### config.mk
export PLATFORM = sky130hd
export DESIGN_NAME = slot_hash
export DESIGN_NICKNAME = d
export VERILOG_FILES = /design/src/design/ipt_pkg.sv /design/src/design/ipt_hash.sv
export SDC_FILE = /design/constraint.sdc
export NUM_CORES = 1
export LEC_CHECK = 0
export BUFFER_PORTS_ARGS = -buffer_cell sky130_fd_sc_hd__buf_2
export CAP_MARGIN = 20
export CORE_MARGIN = 4
export CORE_UTILIZATION = 39
export DETAILED_ROUTE_END_ITERATION = 12
export PLACE_DENSITY = 0.53
export SETUP_SLACK_MARGIN = 0.5
export SLEW_MARGIN = 20
export SYNTH_ARGS = -nofsm -noshare
export SYNTH_HDL_FRONTEND = slang
export SYNTH_SLANG_ARGS = --single-unit
### constraint.sdc
create_clock -name clk -period 23.9 [get_ports clk]
set_input_delay 1.195 -clock clk [delete_from_list [all_inputs] [get_ports clk]]
set_output_delay 1.195 -clock clk [all_outputs]
set_load 0.02 [all_outputs]
### src/design/ipt_pkg.sv
`timescale 1ns / 1ps
package ipt_pkg;
	localparam int TableEntries = 256;
	localparam int HashBuckets = 64;
	localparam int IdxW = $clog2(TableEntries);
	localparam int CntW = IdxW + 1;

	localparam logic [2:0] CMD_ADD = 3'd0;
	localparam logic [2:0] CMD_REMOVE = 3'd1;
	localparam logic [2:0] CMD_REMOVE_EXACT = 3'd2;
	localparam logic [2:0] CMD_LOOKUP = 3'd3;
	localparam logic [2:0] CMD_COUNT = 3'd4;

	localparam logic [3:0] ST_ADDED = 4'd0;
	localparam logic [3:0] ST_UPDATED = 4'd1;
	localparam logic [3:0] ST_IGNORED = 4'd2;
	localparam logic [3:0] ST_FULL = 4'd3;
	localparam logic [3:0] ST_REMOVED = 4'd4;
	localparam logic [3:0] ST_DECREMENTED = 4'd5;
	localparam logic [3:0] ST_NOT_FOUND = 4'd6;
	localparam logic [3:0] ST_KERNEL_GUARD = 4'd7;
	localparam logic [3:0] ST_LOOKED_UP = 4'd8;
	localparam logic [3:0] ST_COUNTED = 4'd9;

	localparam logic [31:0] KERNEL_BASE_RST = 32'h8000_0000;
	localparam logic [31:0] HASH_MUL_A = 32'h7feb352d;
	localparam logic [31:0] HASH_MUL_B = 32'h846ca68b;
	localparam logic [31:0] PAGE_MASK = 32'h0000_0FFF;
	localparam logic [23:0] SUM_MAX = 24'hFF_FFFF;
	localparam logic [15:0] REFS_MAX = 16'hFFFF;

	typedef struct packed {
		logic [47:0] key;
		logic [19:0] frame;
		logic [11:0] flag_bits;
		logic [15:0] refs;
	} entry_t;

	typedef struct packed {
		logic [3:0] status;
		logic entry_found;
		logic [19:0] found_frame;
		logic [11:0] found_flags;
		logic [15:0] found_refs;
		logic [23:0] remaining_refs;
	} result_t;

	typedef struct packed {
		logic start;
		logic [31:0] x;
	} hash_req_t;
endpackage

### src/design/ipt_hash.sv
`timescale 1ns / 1ps
// Multi-cycle mixing hash; one multiply per cycle, result reduced to a bucket slot
module slot_hash (
	input logic clk,
	input logic arst_n,
	input ipt_pkg::hash_req_t req,
	output logic done,
	output logic [ipt_pkg::IdxW-1:0] slot
);
	localparam int IdxW = ipt_pkg::IdxW;

	logic [2:0] step_q;
	logic [31:0] x_q;
	logic [31:0] prod;
	logic [31:0] bucket;

	always_comb begin
		prod = x_q * ((step_q == 3'd1) ? ipt_pkg::HASH_MUL_A : ipt_pkg::HASH_MUL_B);
		bucket = (x_q ^ (x_q >> 16)) % ipt_pkg::HashBuckets;
	end

	// Advance one mixing round a cycle
	always_ff @(posedge clk or negedge arst_n) begin
		if (!arst_n) begin
			step_q <= 3'd0;
		end else if (req.start) begin
			step_q <= 3'd1;
		end else if (step_q != 3'd0 && step_q != 3'd4) begin
			step_q <= step_q + 3'd1;
		end
	end

	always_ff @(posedge clk) begin
		if (req.start) begin
			x_q <= req.x ^ (req.x >> 16);
		end else if (step_q == 3'd1) begin
			x_q <= prod ^ (prod >> 15);
		end else if (step_q == 3'd2) begin
			x_q <= prod;
		end
	end

	assign done = (step_q == 3'd3);
	assign slot = IdxW'(bucket % ipt_pkg::TableEntries);
endmodule

== Yosys cells after proc, flatten, opt, wreduce, memory -nomap -nowiden ==
Index checks and enable logic that the tools add are counted.

* Output and inout bits: 9
* Flip-flop bits (word level): 35
* Bits of input ports: 35

* Eq/ne operators: 4
* $mul: 1
* Add/sub/neg operators: 1
* Reductions and logical operators: 4
* Muxes and demuxes: 6
* Bitwise gates (word level): 3

{| class="wikitable"
|+ Operator list
! operator !! number
|-
| two-way mux 32 bit || 4
|-
| multiplier 32 x 32 -> 32 bit || 1
|-
| bitwise XOR 32 x 16 -> 32 bit || 1
|-
| bitwise XOR 32 x 17 -> 32 bit || 1
|-
| equality test 3 x 2 -> 1 bit, second input constant || 2
|-
| two-way mux 3 bit || 2
|-
| nonzero test 3 bit || 2
|-
| bitwise XOR 6 bit || 1
|-
| adder 3 x 1 -> 3 bit, second input constant || 1
|-
| equality test 3 x 1 -> 1 bit, second input constant || 1
|-
| != test 3 bit, second input constant || 1
|-
| nonzero test 2 bit || 1
|-
| logical AND 1 bit || 1
|}

== Longest topological paths before layout ==
Gate-level depths: netlist (run 1).

* Depth after elaboration: 6
* Gate-level depth with buffers: 33

== Least setup slack after synthesis (run 1) ==
Ideal clock, no wire load.

* Kind: register to register
* Start: register step_q[0]
* End: register x_q[15] (data pin)
* Slack: 15,806 ps
* Period minus slack after synthesis: 8,094 ps
* Stages on the path, launching flop included: 29
* Arrival time: 7,926 ps
* Library setup time: 167 ps
* Buffers on the path: 4
* Cell sequence: dfrtp_1 -> ha_1 -> nand2b_1 -> buf_2 -> clkbuf_1 -> clkbuf_1 -> clkbuf_1 -> nand2_1 -> fa_1 -> inv_1 -> fa_1 -> inv_1 -> fa_1 -> fa_1 -> fa_1 -> inv_1 -> fa_1 -> fa_1 -> fa_1 -> ha_1 -> and3_1 -> and2_1 -> a221oi_2 -> o21ai_1 -> a311oi_2 -> o21ai_1 -> a21o_1 -> mux4_2 -> a221oi_2

* Word-level cells in the longest chain between the ends: 6
* Elaborated cells between the ends (all ways): 7
* Those cells by class: mul: 1; eq/ne: 1; mux: 4; bitwise: 1

{| class="wikitable"
|+ Ends and longest elaborated chain
! item !! RTL line !! source
|-
| start: declaration || ipt_hash.sv:12 || <nowiki>logic [2:0] step_q;</nowiki>
|-
| start signal: assignment || ipt_hash.sv:29 || <nowiki>step_q <= step_q + 3'd1;</nowiki>
|-
| equality test 3 x 1 -> 1 bit * || ipt_hash.sv:18, ipt_hash.sv:36 ||
|-
| two-way mux 32 bit || ipt_hash.sv:18 || <nowiki>prod = x_q * ((step_q == 3'd1) ? ipt_pkg::HASH_MUL_A : ipt_pkg::HASH_MUL_B);</nowiki>
|-
| multiplier 32 x 32 -> 32 bit || ipt_hash.sv:18 ||
|-
| two-way mux 32 bit or bitwise XOR 32 x 17 -> 32 bit (tied branches) || ipt_hash.sv:38, ipt_hash.sv:37 ||
|-
| two-way mux 32 bit * || ipt_hash.sv:36 || <nowiki>end else if (step_q == 3'd1) begin</nowiki>
|-
| two-way mux 32 bit * || ipt_hash.sv:34 || <nowiki>if (req.start) begin</nowiki>
|-
| end signal: assignment || ipt_hash.sv:35 || <nowiki>x_q <= req.x ^ (req.x >> 16);</nowiki>
|-
| end signal: assignment || ipt_hash.sv:37 || <nowiki>x_q <= prod ^ (prod >> 15);</nowiki>
|-
| end signal: assignment || ipt_hash.sv:39 || <nowiki>x_q <= prod;</nowiki>
|-
| end: declaration || ipt_hash.sv:13 || <nowiki>logic [31:0] x_q;</nowiki>
|}

Mark *: on every way between the ends. The rest lies on a longest branch, timed or not. The select of a mux whose other input is x is not followed.
A chain may end at the register's enable or synchronous reset.

== Worst setup path after layout (run 1) ==
Ends and elaborated chain as after synthesis.

==> impl_metrics.py, run 1 <==
metrics = {
    "sta": {
        "worst-slew-pin-transition_ps": 853,
        "totalNegativeSetupSlack_ps": 0,
        "timing.fmax_mhz": 112,
        "hold_ws_ps": 580,
        "fin_crit_sh_pct": 37.2,
        "drv_slew": 0,
        "timing.final.setup_violations": 0,
        "worst_slew_margin_rel_pct": 43.1,
        "fin_clk_skew_ps": 6.15,
        "layout_min_cycle_time_ps": 8900,
        "finalHoldViolCount": 0,
        "grt_setup_unrepaired": "no",
    },
    "synthesis": {
        "yosysWarningCount": 0,
        "synth_edf_count": 32,
        "synth-seq-area-share_pct": 7.79,
        "synth_cell_type_count": 58,
        "synthesis.area_per_instance_um2": 9.63,
        "synth_async_sr_flop_share_pct": 8.57,
        "synth_cells": 1381,
        "synth.cell_area_um2": 13300,
        "synth.ff_latch_count": 35,
        "most_common_flop_cell_mapped_by_yosys": "sky130_fd_sc_hd__edfxtp_1",
    },
    "critical_path": {
        "end_kind": "register",
        "count_of_buffer_and_inverter_cells_on_the_critical_path": 4,
        "criticalPathCategory": "reg2reg",
        "crit_arrival_ps": 9020,
        "path_delay_family": "adder cells",
        "critical-path-max-stage-delay_ps": 610,
        "r2r_cells": 25,
        "critical_path.startpoint_type": "register",
        "worstPathRequired_ps": 24020,
        "cp_slowest_cell": "sky130_fd_sc_hd__fa_1",
        "cp_max_fo": 47,
        "critical-path-top-cell-by-count": "sky130_fd_sc_hd__fa_1",
        "crit_cells": 25,
    },
    "clocking": {
        "cts_setup_buffers": 0,
        "clock_latency_late_sink_ps": 290,
        "numClockSinks": 35,
        "clk_path_buf_depth": 2,
        "clock_tree.htree_level_count": 2,
        "tritoncts": "done",
        "numCtsBuffers": 5,
        "post_cts_hold_buffer_count": 0,
        "post_cts.resized_instances": 0,
        "clockRootBuffer": "sky130_fd_sc_hd__clkbuf_16",
        "clk_pin_slew_worst_paths_ps": 60,
    },
    "die": {
        "placement_rows": 67,
        "die_h_um": 193,
        "pin_count": 44,
        "die-area_um2": 37100,
        "die_w_um": 193,
        "core_region_area_um2": 33600,
        "initial_core_util_pct": 39.6,
    },
    "run": {
        "max_cap_violations": 0,
    },
    "min_path": {
        "hold_depth": 2,
        "min-delay-path-class": "reg2reg",
    },
    "cells_and_area": {
        "post_route_cells_drive_above_1_share_pct": 5.33,
        "numnets_final": 1926,
        "antenna_cells": 0,
        "nFillCells": 3323,
        "area_delta_synth_final_pct": 7.33,
    },
    "place": {
        "sum_of_net_half_perimeters_after_detailed_placement_um": 34700,
        "placer_congestion": 0.953,
        "io_buffers": 41,
    },
    "grt": {
        "antenna_found_initial": 0,
        "grt_max_degree": 49,
        "overflow": 0,
        "first_global_vias": 10100,
        "grt_use_total_pct": 21.8,
        "wire_length_of_the_first_global_routing_pass_um": 59700,
    },
    "routing": {
        "dr.first_iter.drc_count": 556,
        "route.detailed.drc": 0,
        "wire_per_inst_um": 20.4,
        "antenna_violating_nets_post_route": 0,
        "drt_first_pass_iters": 5,
        "routed-via-count": 9360,
        "vias_per_cell": 4.94,
        "routed_wl_um": 38500,
    },
    "outcome": {
        "run_status": "finished clean",
    },
}
final cells by class:
cell class	count	area [um^2]	share of cell area, %
clock buffer	6	129	0.903
clock inverter	2	12.5	0.0876
inverter	385	1450	10.1
multi-input combinational	968	10800	75.9
sequential	35	1040	7.26
tap	448	561	3.93
timing repair buffer	49	265	1.86
routing by layer:
| layer | up-vias | wire, um | global-route usage [%] |
|---|---|---|---|
| met2 | 328 | 18100 | 35.8 |
| met4 | 0 | 1550 | 7.68 |
| met3 | 81 | 2350 | 3.18 |
| met5 | - | 0 | 0 |
| met1 | 4683 | 16600 | 29.6 |
| li1 | 4268 | - | - |
layout by cell type (no fill, tap or decap), types with 3 or more instances in the layout:
master                        n
sky130_fd_sc_hd__xnor2_1     74
sky130_fd_sc_hd__nor3_1      10
sky130_fd_sc_hd__and2_1      10
sky130_fd_sc_hd__o21a_1       8
sky130_fd_sc_hd__or3_1        6
sky130_fd_sc_hd__nor2_1      49
sky130_fd_sc_hd__nor2b_1      4
sky130_fd_sc_hd__conb_1      42
sky130_fd_sc_hd__a211oi_1     4
sky130_fd_sc_hd__nand2_1    111
sky130_fd_sc_hd__or2_2        3
sky130_fd_sc_hd__buf_2       41
sky130_fd_sc_hd__clkbuf_16    5
sky130_fd_sc_hd__dfrtp_1      3
sky130_fd_sc_hd__buf_4        8
sky130_fd_sc_hd__and3_1       7
sky130_fd_sc_hd__a21oi_1     33
sky130_fd_sc_hd__a31o_2       7
sky130_fd_sc_hd__a31oi_1     14
sky130_fd_sc_hd__o21ai_0     38
sky130_fd_sc_hd__ha_1       167
sky130_fd_sc_hd__xor2_1      40
sky130_fd_sc_hd__mux2i_1      4
sky130_fd_sc_hd__a21o_1      13
sky130_fd_sc_hd__edfxtp_1    32
sky130_fd_sc_hd__fa_1       280
sky130_fd_sc_hd__inv_1      384
sky130_fd_sc_hd__o21ai_1      6
sky130_fd_sc_hd__nor4_1       3
path summary, 6_finish.rpt:
kind | slack [ps] | startpoint | to
setup reg to reg | 15000 | step_q[0] | x_q[15]
hold / removal | 580 | step_q[2] | step_q[2]
min in group asynchronous | 690 | arst_n | step_q[0]
setup / recovery | 15000 | step_q[0] | x_q[15]
hold reg to reg | 580 | step_q[2] | step_q[2]
max in group asynchronous | 23110 | arst_n | step_q[0]
logic make-up after synthesis:
| family | count (synthesis) | share of synthesized area, % |
|---|---|---|
| AO/OA/AOI/OAI | 141 | 6.79 |
| XOR/XNOR | 116 | 7.80 |
| adder cells (fa/ha/maj) | 447 | 57.8 |
| buffers and inverters | 418 | 12.0 |
| flip-flops | 35 | 7.79 |
| multiplexers | 7 | 0.724 |
| other | 2 | 0.0564 |
| AND/OR/NAND/NOR | 215 | 7.03 |
worst min-delay path, cell delays in order (launching register included):
cell,delay [ps]
sky130_fd_sc_hd__dfrtp_1,390
sky130_fd_sc_hd__a21oi_1,80
sky130_fd_sc_hd__nor2_1,70
metrics by stage:
step / setup slack, ps / std cells / instance area, um^2 / util [%]
after floorplan: 15810 / 1421 / 13500 / -
after global placement: 15120 / 1885 / 14100 / 42.1
after detailed placement: 15060 / 1885 / 14100 / 42.1
after CTS: 15000 / 1893 / 14300 / 42.5
after global routing: 14510 / 1893 / 14300 / 42.5
final: 15000 / 1893 / 14300 / 42.5
flip-flops by register name (all words and copies together) (netlist names):
name,cells
x_q,32
step_q,3
cell usage after synthesis (3+ instances only):
| cell | count | share of area [%] |
|---|---|---|
| sky130_fd_sc_hd__inv_1 | 384 | 11 |
| sky130_fd_sc_hd__fa_1 | 280 | 42 |
| sky130_fd_sc_hd__ha_1 | 167 | 16 |
| sky130_fd_sc_hd__nand2_1 | 111 | 3.1 |
| sky130_fd_sc_hd__xnor2_1 | 74 | 4.9 |
| sky130_fd_sc_hd__nor2_1 | 49 | 1.4 |
| sky130_fd_sc_hd__xor2_1 | 40 | 2.6 |
| sky130_fd_sc_hd__o21ai_0 | 38 | 1.4 |
| sky130_fd_sc_hd__a21oi_1 | 33 | 1.2 |
| sky130_fd_sc_hd__edfxtp_1 | 32 | 7.2 |
| sky130_fd_sc_hd__clkbuf_1 | 22 | 0.62 |
| sky130_fd_sc_hd__a31oi_1 | 14 | 0.66 |
| sky130_fd_sc_hd__a21o_1 | 13 | 0.73 |
| sky130_fd_sc_hd__and2_1 | 10 | 0.47 |
| sky130_fd_sc_hd__nor3_1 | 10 | 0.38 |
| sky130_fd_sc_hd__o21a_1 | 8 | 0.45 |
| sky130_fd_sc_hd__a31o_2 | 7 | 0.46 |
| sky130_fd_sc_hd__and3_1 | 7 | 0.33 |
| sky130_fd_sc_hd__o21ai_1 | 6 | 0.23 |
| sky130_fd_sc_hd__or3_1 | 6 | 0.28 |
| sky130_fd_sc_hd__nor2b_1 | 5 | 0.24 |
| sky130_fd_sc_hd__a211oi_1 | 4 | 0.23 |
| sky130_fd_sc_hd__buf_2 | 4 | 0.15 |
| sky130_fd_sc_hd__mux2i_1 | 4 | 0.30 |
| sky130_fd_sc_hd__buf_1 | 3 | 0.085 |
| sky130_fd_sc_hd__buf_4 | 3 | 0.17 |
| sky130_fd_sc_hd__dfrtp_1 | 3 | 0.56 |
| sky130_fd_sc_hd__nand2b_1 | 3 | 0.14 |
| sky130_fd_sc_hd__nor4_1 | 3 | 0.14 |
| sky130_fd_sc_hd__or2_2 | 3 | 0.14 |
Power of run 1 is not shown: default switching activity piles up to over one toggle a cycle in this logic, so the estimate is an artifact.
==> run 2, diff against run 1 <==
--- a/config.mk
+++ b/config.mk
@@ -5,6 +5,7 @@
 export SDC_FILE = /design/constraint.sdc
 export NUM_CORES = 1
 export LEC_CHECK = 0
+export ABC_AREA = 1
 export BUFFER_PORTS_ARGS = -buffer_cell sky130_fd_sc_hd__buf_2
 export CAP_MARGIN = 20
 export CORE_MARGIN = 4
==> constraint.sdc (replaced) <==
create_clock -name clk -period 9 [get_ports clk]
set_input_delay 0.45 -clock clk [delete_from_list [all_inputs] [get_ports clk]]
set_output_delay 0.45 -clock clk [all_outputs]
set_load 0.02 [all_outputs]
==> impl_metrics.py, run 2 <==
metrics = {
    "cells_and_area": {
        "post_route_cells_drive_above_1_share_pct": 5.16,
        "final_cell_count_no_fill": 2159,
        "largest_register_ff_count": 32,
        "numnets_final": 2185,
        "most-common-layout-cells": "466 x sky130_fd_sc_hd__inv_1, 286 x sky130_fd_sc_hd__nand2_1, 280 x sky130_fd_sc_hd__fa_1",
        "area_delta_synth_final_pct": 7.97,
        "max_flop_register": "x_q",
        "layout_commonest_cell": "sky130_fd_sc_hd__inv_1",
        "biggestRegsByFlops": "x_q x32, step_q x3",
        "antenna_cells": 0,
    },
    "synthesis": {
        "yosysWarningCount": 0,
        "yosysTopAreaCell": "sky130_fd_sc_hd__fa_1",
        "dominant_cell_by_count_in_the_synthesized_netlist": "sky130_fd_sc_hd__inv_1",
        "synth_async_sr_flop_share_pct": 8.57,
        "synth.ff_latch_count": 35,
        "synth_cells": 1625,
        "post_synth_most_frequent_cells": "466 x sky130_fd_sc_hd__inv_1, 287 x sky130_fd_sc_hd__nand2_1, 280 x sky130_fd_sc_hd__fa_1",
        "most_common_flop_cell_mapped_by_yosys": "sky130_fd_sc_hd__edfxtp_1",
        "synth_cell_type_count": 43,
        "synth-seq-area-share_pct": 7.52,
        "cell_types_occupying_the_most_area_after_synthesis": "sky130_fd_sc_hd__fa_1 41%, sky130_fd_sc_hd__ha_1 15%, sky130_fd_sc_hd__inv_1 13%",
        "synth_edf_count": 32,
        "synth.cell_area_um2": 13800,
        "synthesis.area_per_instance_um2": 8.48,
        "netlist.area_leader.share_pct": 40.7,
    },
    "die": {
        "placement_rows": 68,
        "die_h_um": 196,
        "core_region_area_um2": 34700,
        "initial_core_util_pct": 39.7,
        "die_w_um": 196,
        "die-area_um2": 38400,
        "pin_count": 44,
    },
    "sta": {
        "grt_setup_unrepaired": "no",
        "layout_min_cycle_time_ps": 8030,
        "worst-slew-pin-transition_ps": 869,
        "fin_crit_sh_pct": 89.3,
        "finalHoldViolCount": 0,
        "totalNegativeSetupSlack_ps": 0,
        "worst_slew_margin_rel_pct": 42.0,
        "drv_slew": 0,
        "fin_clk_skew_ps": 4.51,
        "timing.final.setup_violations": 0,
        "timing.fmax_mhz": 124,
    },
    "place": {
        "io_buffers": 41,
        "sum_of_net_half_perimeters_after_detailed_placement_um": 39500,
        "placer_congestion": 0.977,
        "post-place-cells": 2150,
    },
    "clocking": {
        "cts_setup_buffers": 0,
        "clk_path_buf_depth": 2,
        "numCtsBuffers": 5,
        "clk_pin_slew_worst_paths_ps": 60,
        "numClockSinks": 35,
        "tritoncts": "done",
        "clockRootBuffer": "sky130_fd_sc_hd__clkbuf_16",
        "clock_tree.htree_level_count": 2,
        "clock_latency_late_sink_ps": 290,
    },
    "routing": {
        "route.detailed.drc": 0,
        "routed_wl_um": 43200,
        "routed-via-count": 10400,
        "drt_first_pass_iters": 6,
        "antenna_violating_nets_post_route": 0,
        "vias_per_cell": 4.82,
        "wire_per_inst_um": 20.0,
        "dr.first_iter.drc_count": 574,
    },
    "grt": {
        "first_global_vias": 10900,
        "overflow": 0,
        "grt_max_degree": 61,
        "grt_use_total_pct": 23.2,
        "antenna_found_initial": 0,
        "wire_length_of_the_first_global_routing_pass_um": 66800,
    },
    "min_path": {
        "min-delay-path-class": "in2reg",
        "whs_endpoint": "x_q[19]",
        "holdCritStartpoint": "req[19]",
        "hold_depth": 3,
    },
    "critical_path": {
        "critical-path-top-cell-by-count": "sky130_fd_sc_hd__fa_1",
        "r2r_cells": 27,
        "timing.reg2reg.setup_slack_ps": 970,
        "worstPathRequired_ps": 9040,
        "cp_max_fo": 60,
        "critical_path.startpoint_type": "register",
        "regToRegStartpoint": "step_q[1]",
        "cp_slowest_cell": "sky130_fd_sc_hd__fa_1",
        "r2r-end": "x_q[14]",
        "criticalPathCategory": "reg2reg",
        "critical-path-max-stage-delay_ps": 570,
        "crit_arrival_ps": 8080,
        "end_kind": "register",
    },
    "run": {
        "max_cap_violations": 0,
    },
    "outcome": {
        "run_status": "finished clean",
    },
}
## run 2: cell count changes in the layout (fill, tap and decap cells not counted), sizes merged, moves of 8 or more
| cell | delta |
|---|---|
| nand2 | +177 |
| inv | +84 |
| nand3 | +72 |
| xnor2 | -59 |
| nor2 | +18 |
| o21bai | +13 |
| or2 | +12 |
| a21oi | +11 |
| a31oi | -10 |
| and2 | -9 |
| o21ai | +8 |
## run 2: worst max-delay path: cells and delay by family, from the launching register on
| family | cells | cell delay (ps) |
|---|---|---|
| adder cells (fa/ha/maj) | 10 | 4710 |
| XOR/XNOR | 1 | 270 |
| AND/OR/NAND/NOR | 9 | 1550 |
| buffers and inverters | 6 | 730 |
| AO/OA/AOI/OAI | 1 | 120 |
| flip-flops | 1 | 370 |
## run 2: cells by family after synthesis
family / after synthesis / synth area share, %
AO/OA/AOI/OAI: 134 / 5.64
XOR/XNOR: 50 / 3.18
adder cells (fa/ha/maj): 447 / 55.9
buffers and inverters: 492 / 13.6
flip-flops: 35 / 7.52
other: 2 / 0.0545
AND/OR/NAND/NOR: 465 / 14.1
## run 2: routing by layer
metal | GRT usage, % | vias to the layer above | part of all wire, %
met2 | 38.9 | 248 | 48
met1 | 32.6 | 5130 | 45
met3 | 1.51 | 59 | 3.7
li1 | - | 4970 | -
met5 | 0 | - | 0
met4 | 6.46 | 0 | 3.2
## run 2: what timing repair did
| action | 4_1_cts | 5_1_grt |
|---|---|---|
| hold buffers | 1 | 0 |
| hold endpoints to repair | 3 | 0 |
| gates resized for setup | 0 | 1 |
| endpoints found under the setup margin | 0 | 3 |
## run 2: per-stage QoR
step / setup slack (ps) / utilization [%] / hold WS (ps) / cell area, um^2
after CTS: 828 / 42.8 / 454 / 14900
after floorplan: 1730 / - / 154 / 13900
after detailed placement: 877 / 42.3 / 251 / 14700
after global routing: 598 / 42.8 / 480 / 14900
final: 966 / 42.8 / 454 / 14900
after global placement: 975 / 42.3 / 248 / 14700
## run 2: layout make-up
type,count,area (um^2)
Inverter,469,1760
Clock buffer,5,125
Multi-Input combinational cell,1138,11000
Timing Repair Buffer,54,318
Sequential cell,35,1040
Tap cell,455,569
Fill cell,3573,19800
Clock inverter,3,43.8
## run 2: worst max path at each step
stage | slack (ps) | from | cells past startpoint | endpoint
CTS | 830 | step_q[1] | 31 | x_q[14]
floorplan | 1730 | step_q[0] | 26 | x_q[14]
detailed placement | 880 | step_q[1] | 31 | x_q[14]
finish | 970 | step_q[1] | 27 | x_q[14]
global placement | 970 | step_q[1] | 30 | x_q[12]
global route | 600 | step_q[1] | 27 | x_q[14]
Power of run 2 is left out for the same reason.
==> run 3, diff against run 2 <==
--- a/config.mk
+++ b/config.mk
@@ -11,6 +11,7 @@
 export CORE_MARGIN = 4
 export CORE_UTILIZATION = 39
 export DETAILED_ROUTE_END_ITERATION = 12
+export MAX_ROUTING_LAYER = met4
 export PLACE_DENSITY = 0.53
 export SETUP_SLACK_MARGIN = 0.5
 export SLEW_MARGIN = 20
==> impl_metrics.py, run 3 (synthesis results as in run 2) <==
metrics = {
    "cells_and_area": {
        "post_route_cells_drive_above_1_share_pct": 5.16,
        "antenna_cells": 0,
        "max_flop_register": "x_q",
        "most-common-layout-cells": "466 x sky130_fd_sc_hd__inv_1, 286 x sky130_fd_sc_hd__nand2_1, 280 x sky130_fd_sc_hd__fa_1",
        "area_delta_synth_final_pct": 8.03,
        "numnets_final": 2185,
        "layout_commonest_cell": "sky130_fd_sc_hd__inv_1",
        "biggestRegsByFlops": "x_q x32, step_q x3",
        "largest_register_ff_count": 32,
        "nFillCells": 3589,
    },
    "critical_path": {
        "cp_slowest_cell": "sky130_fd_sc_hd__fa_1",
        "end_kind": "register",
        "timing.reg2reg.setup_slack_ps": 920,
        "worstPathRequired_ps": 9040,
        "critical-path-top-cell-by-count": "sky130_fd_sc_hd__fa_1",
        "critical_path.startpoint_type": "register",
        "crit_arrival_ps": 8120,
        "regToRegStartpoint": "step_q[1]",
        "critical-path-max-stage-delay_ps": 570,
        "cp_max_fo": 52,
        "criticalPathCategory": "reg2reg",
        "r2r-end": "x_q[14]",
        "r2r_cells": 28,
    },
    "clocking": {
        "numClockSinks": 35,
        "cts_setup_buffers": 0,
        "tritoncts": "done",
        "clk_pin_slew_worst_paths_ps": 60,
        "clockRootBuffer": "sky130_fd_sc_hd__clkbuf_16",
        "numCtsBuffers": 5,
        "clock_tree.htree_level_count": 2,
        "clk_path_buf_depth": 2,
        "clock_latency_late_sink_ps": 290,
    },
    "outcome": {
        "run_status": "finished clean",
    },
    "die": {
        "die_w_um": 196,
        "initial_core_util_pct": 39.7,
        "die_h_um": 196,
        "die-area_um2": 38400,
        "core_region_area_um2": 34700,
        "pin_count": 44,
        "placement_rows": 68,
    },
    "sta": {
        "grt_setup_unrepaired": "no",
        "fin_crit_sh_pct": 89.7,
        "timing.final.setup_violations": 0,
        "layout_min_cycle_time_ps": 8080,
        "drv_slew": 0,
        "totalNegativeSetupSlack_ps": 0,
        "fin_clk_skew_ps": 8.11,
        "worst_slew_margin_rel_pct": 38.5,
        "worst-slew-pin-transition_ps": 923,
        "finalHoldViolCount": 0,
        "timing.fmax_mhz": 124,
    },
    "grt": {
        "first_global_vias": 10900,
        "grt_use_total_pct": 23.9,
        "grt_max_degree": 53,
        "wire_length_of_the_first_global_routing_pass_um": 66900,
        "antenna_found_initial": 0,
        "overflow": 0,
    },
    "run": {
        "max_cap_violations": 0,
    },
    "routing": {
        "vias_per_cell": 4.85,
        "dr.first_iter.drc_count": 727,
        "wire_per_inst_um": 20.0,
        "routed_wl_um": 43300,
        "route.detailed.drc": 0,
        "drt_first_pass_iters": 6,
        "antenna_violating_nets_post_route": 0,
        "routed-via-count": 10500,
    },
    "place": {
        "placer_congestion": 0.979,
        "io_buffers": 41,
        "sum_of_net_half_perimeters_after_detailed_placement_um": 39600,
    },
    "min_path": {
        "min-delay-path-class": "in2reg",
        "whs_endpoint": "x_q[19]",
        "hold_depth": 3,
        "holdCritStartpoint": "req[19]",
    },
}
run 3: changes by cell type in the layout (fill, tap and decap cells not counted):
cell | previous run | this run
sky130_fd_sc_hd__clkbuf_8 | 0 | 1
sky130_fd_sc_hd__clkinv_2 | 1 | 0
sky130_fd_sc_hd__clkinv_4 | 1 | 0
sky130_fd_sc_hd__inv_6 | 0 | 1
run 3: routing by layer:
| layer | wire (um) | global-route usage (%) |
|---|---|---|
| met1 | 19200 | 32.4 |
| met2 | 20900 | 39.5 |
| met3 | 2010 | 1.68 |
| met4 | 1220 | 5.59 |
| met5 | 0 | - |
run 3: worst max-delay path by stage:
stage / from / endpoint / slack (ps) / depth (start not counted)
detailed placement: step_q[1] / x_q[14] / 850 / 31
CTS: step_q[1] / x_q[14] / 810 / 31
global route: step_q[1] / x_q[14] / 510 / 27
global placement: step_q[1] / x_q[14] / 900 / 31
finish: step_q[1] / x_q[14] / 920 / 28
floorplan: step_q[0] / x_q[14] / 1730 / 26
run 3: critical path: cells and delay by family (launching register included):
family / cells / cell delay (ps)
compound gates: 1 / 130
xor+xnor: 1 / 240
fa+ha+maj: 10 / 4610
buf+inv: 7 / 850
flops: 1 / 400
simple gates: 9 / 1550
run 3: repair_timing:
| item | 4_1_cts | 5_1_grt |
|---|---|---|
| endpoints found under the setup margin | 0 | 3 |
| endpoints found under the hold margin | 3 | 0 |
| resized for setup | 0 | 1 |
| hold buffers | 1 | 0 |
run 3: area by class of cell:
class / instances / area [um^2] / share of cell area, %
Timing Repair Buffer: 54 / 318 / 2.14
Clock inverter: 2 / 38.8 / 0.261
Clock buffer: 6 / 139 / 0.933
Sequential cell: 35 / 1040 / 6.96
Tap cell: 455 / 569 / 3.83
Multi-Input combinational cell: 1138 / 11000 / 74.1
Inverter: 469 / 1760 / 11.8
run 3: stage by stage:
step	setup WS, ps	util [%]	hold slack, ps	instances	cell area, um^2
2_1_floorplan	1730	-	154	1665	13900
3_5_place_dp	852	42.3	250	2150	14700
4_1_cts	814	42.9	460	2159	14900
3_3_place_gp	902	42.3	249	2150	14700
5_1_grt	506	42.9	468	2159	14900
6_report	923	42.9	461	2159	14900
Power of run 3 is left out for the same reason.
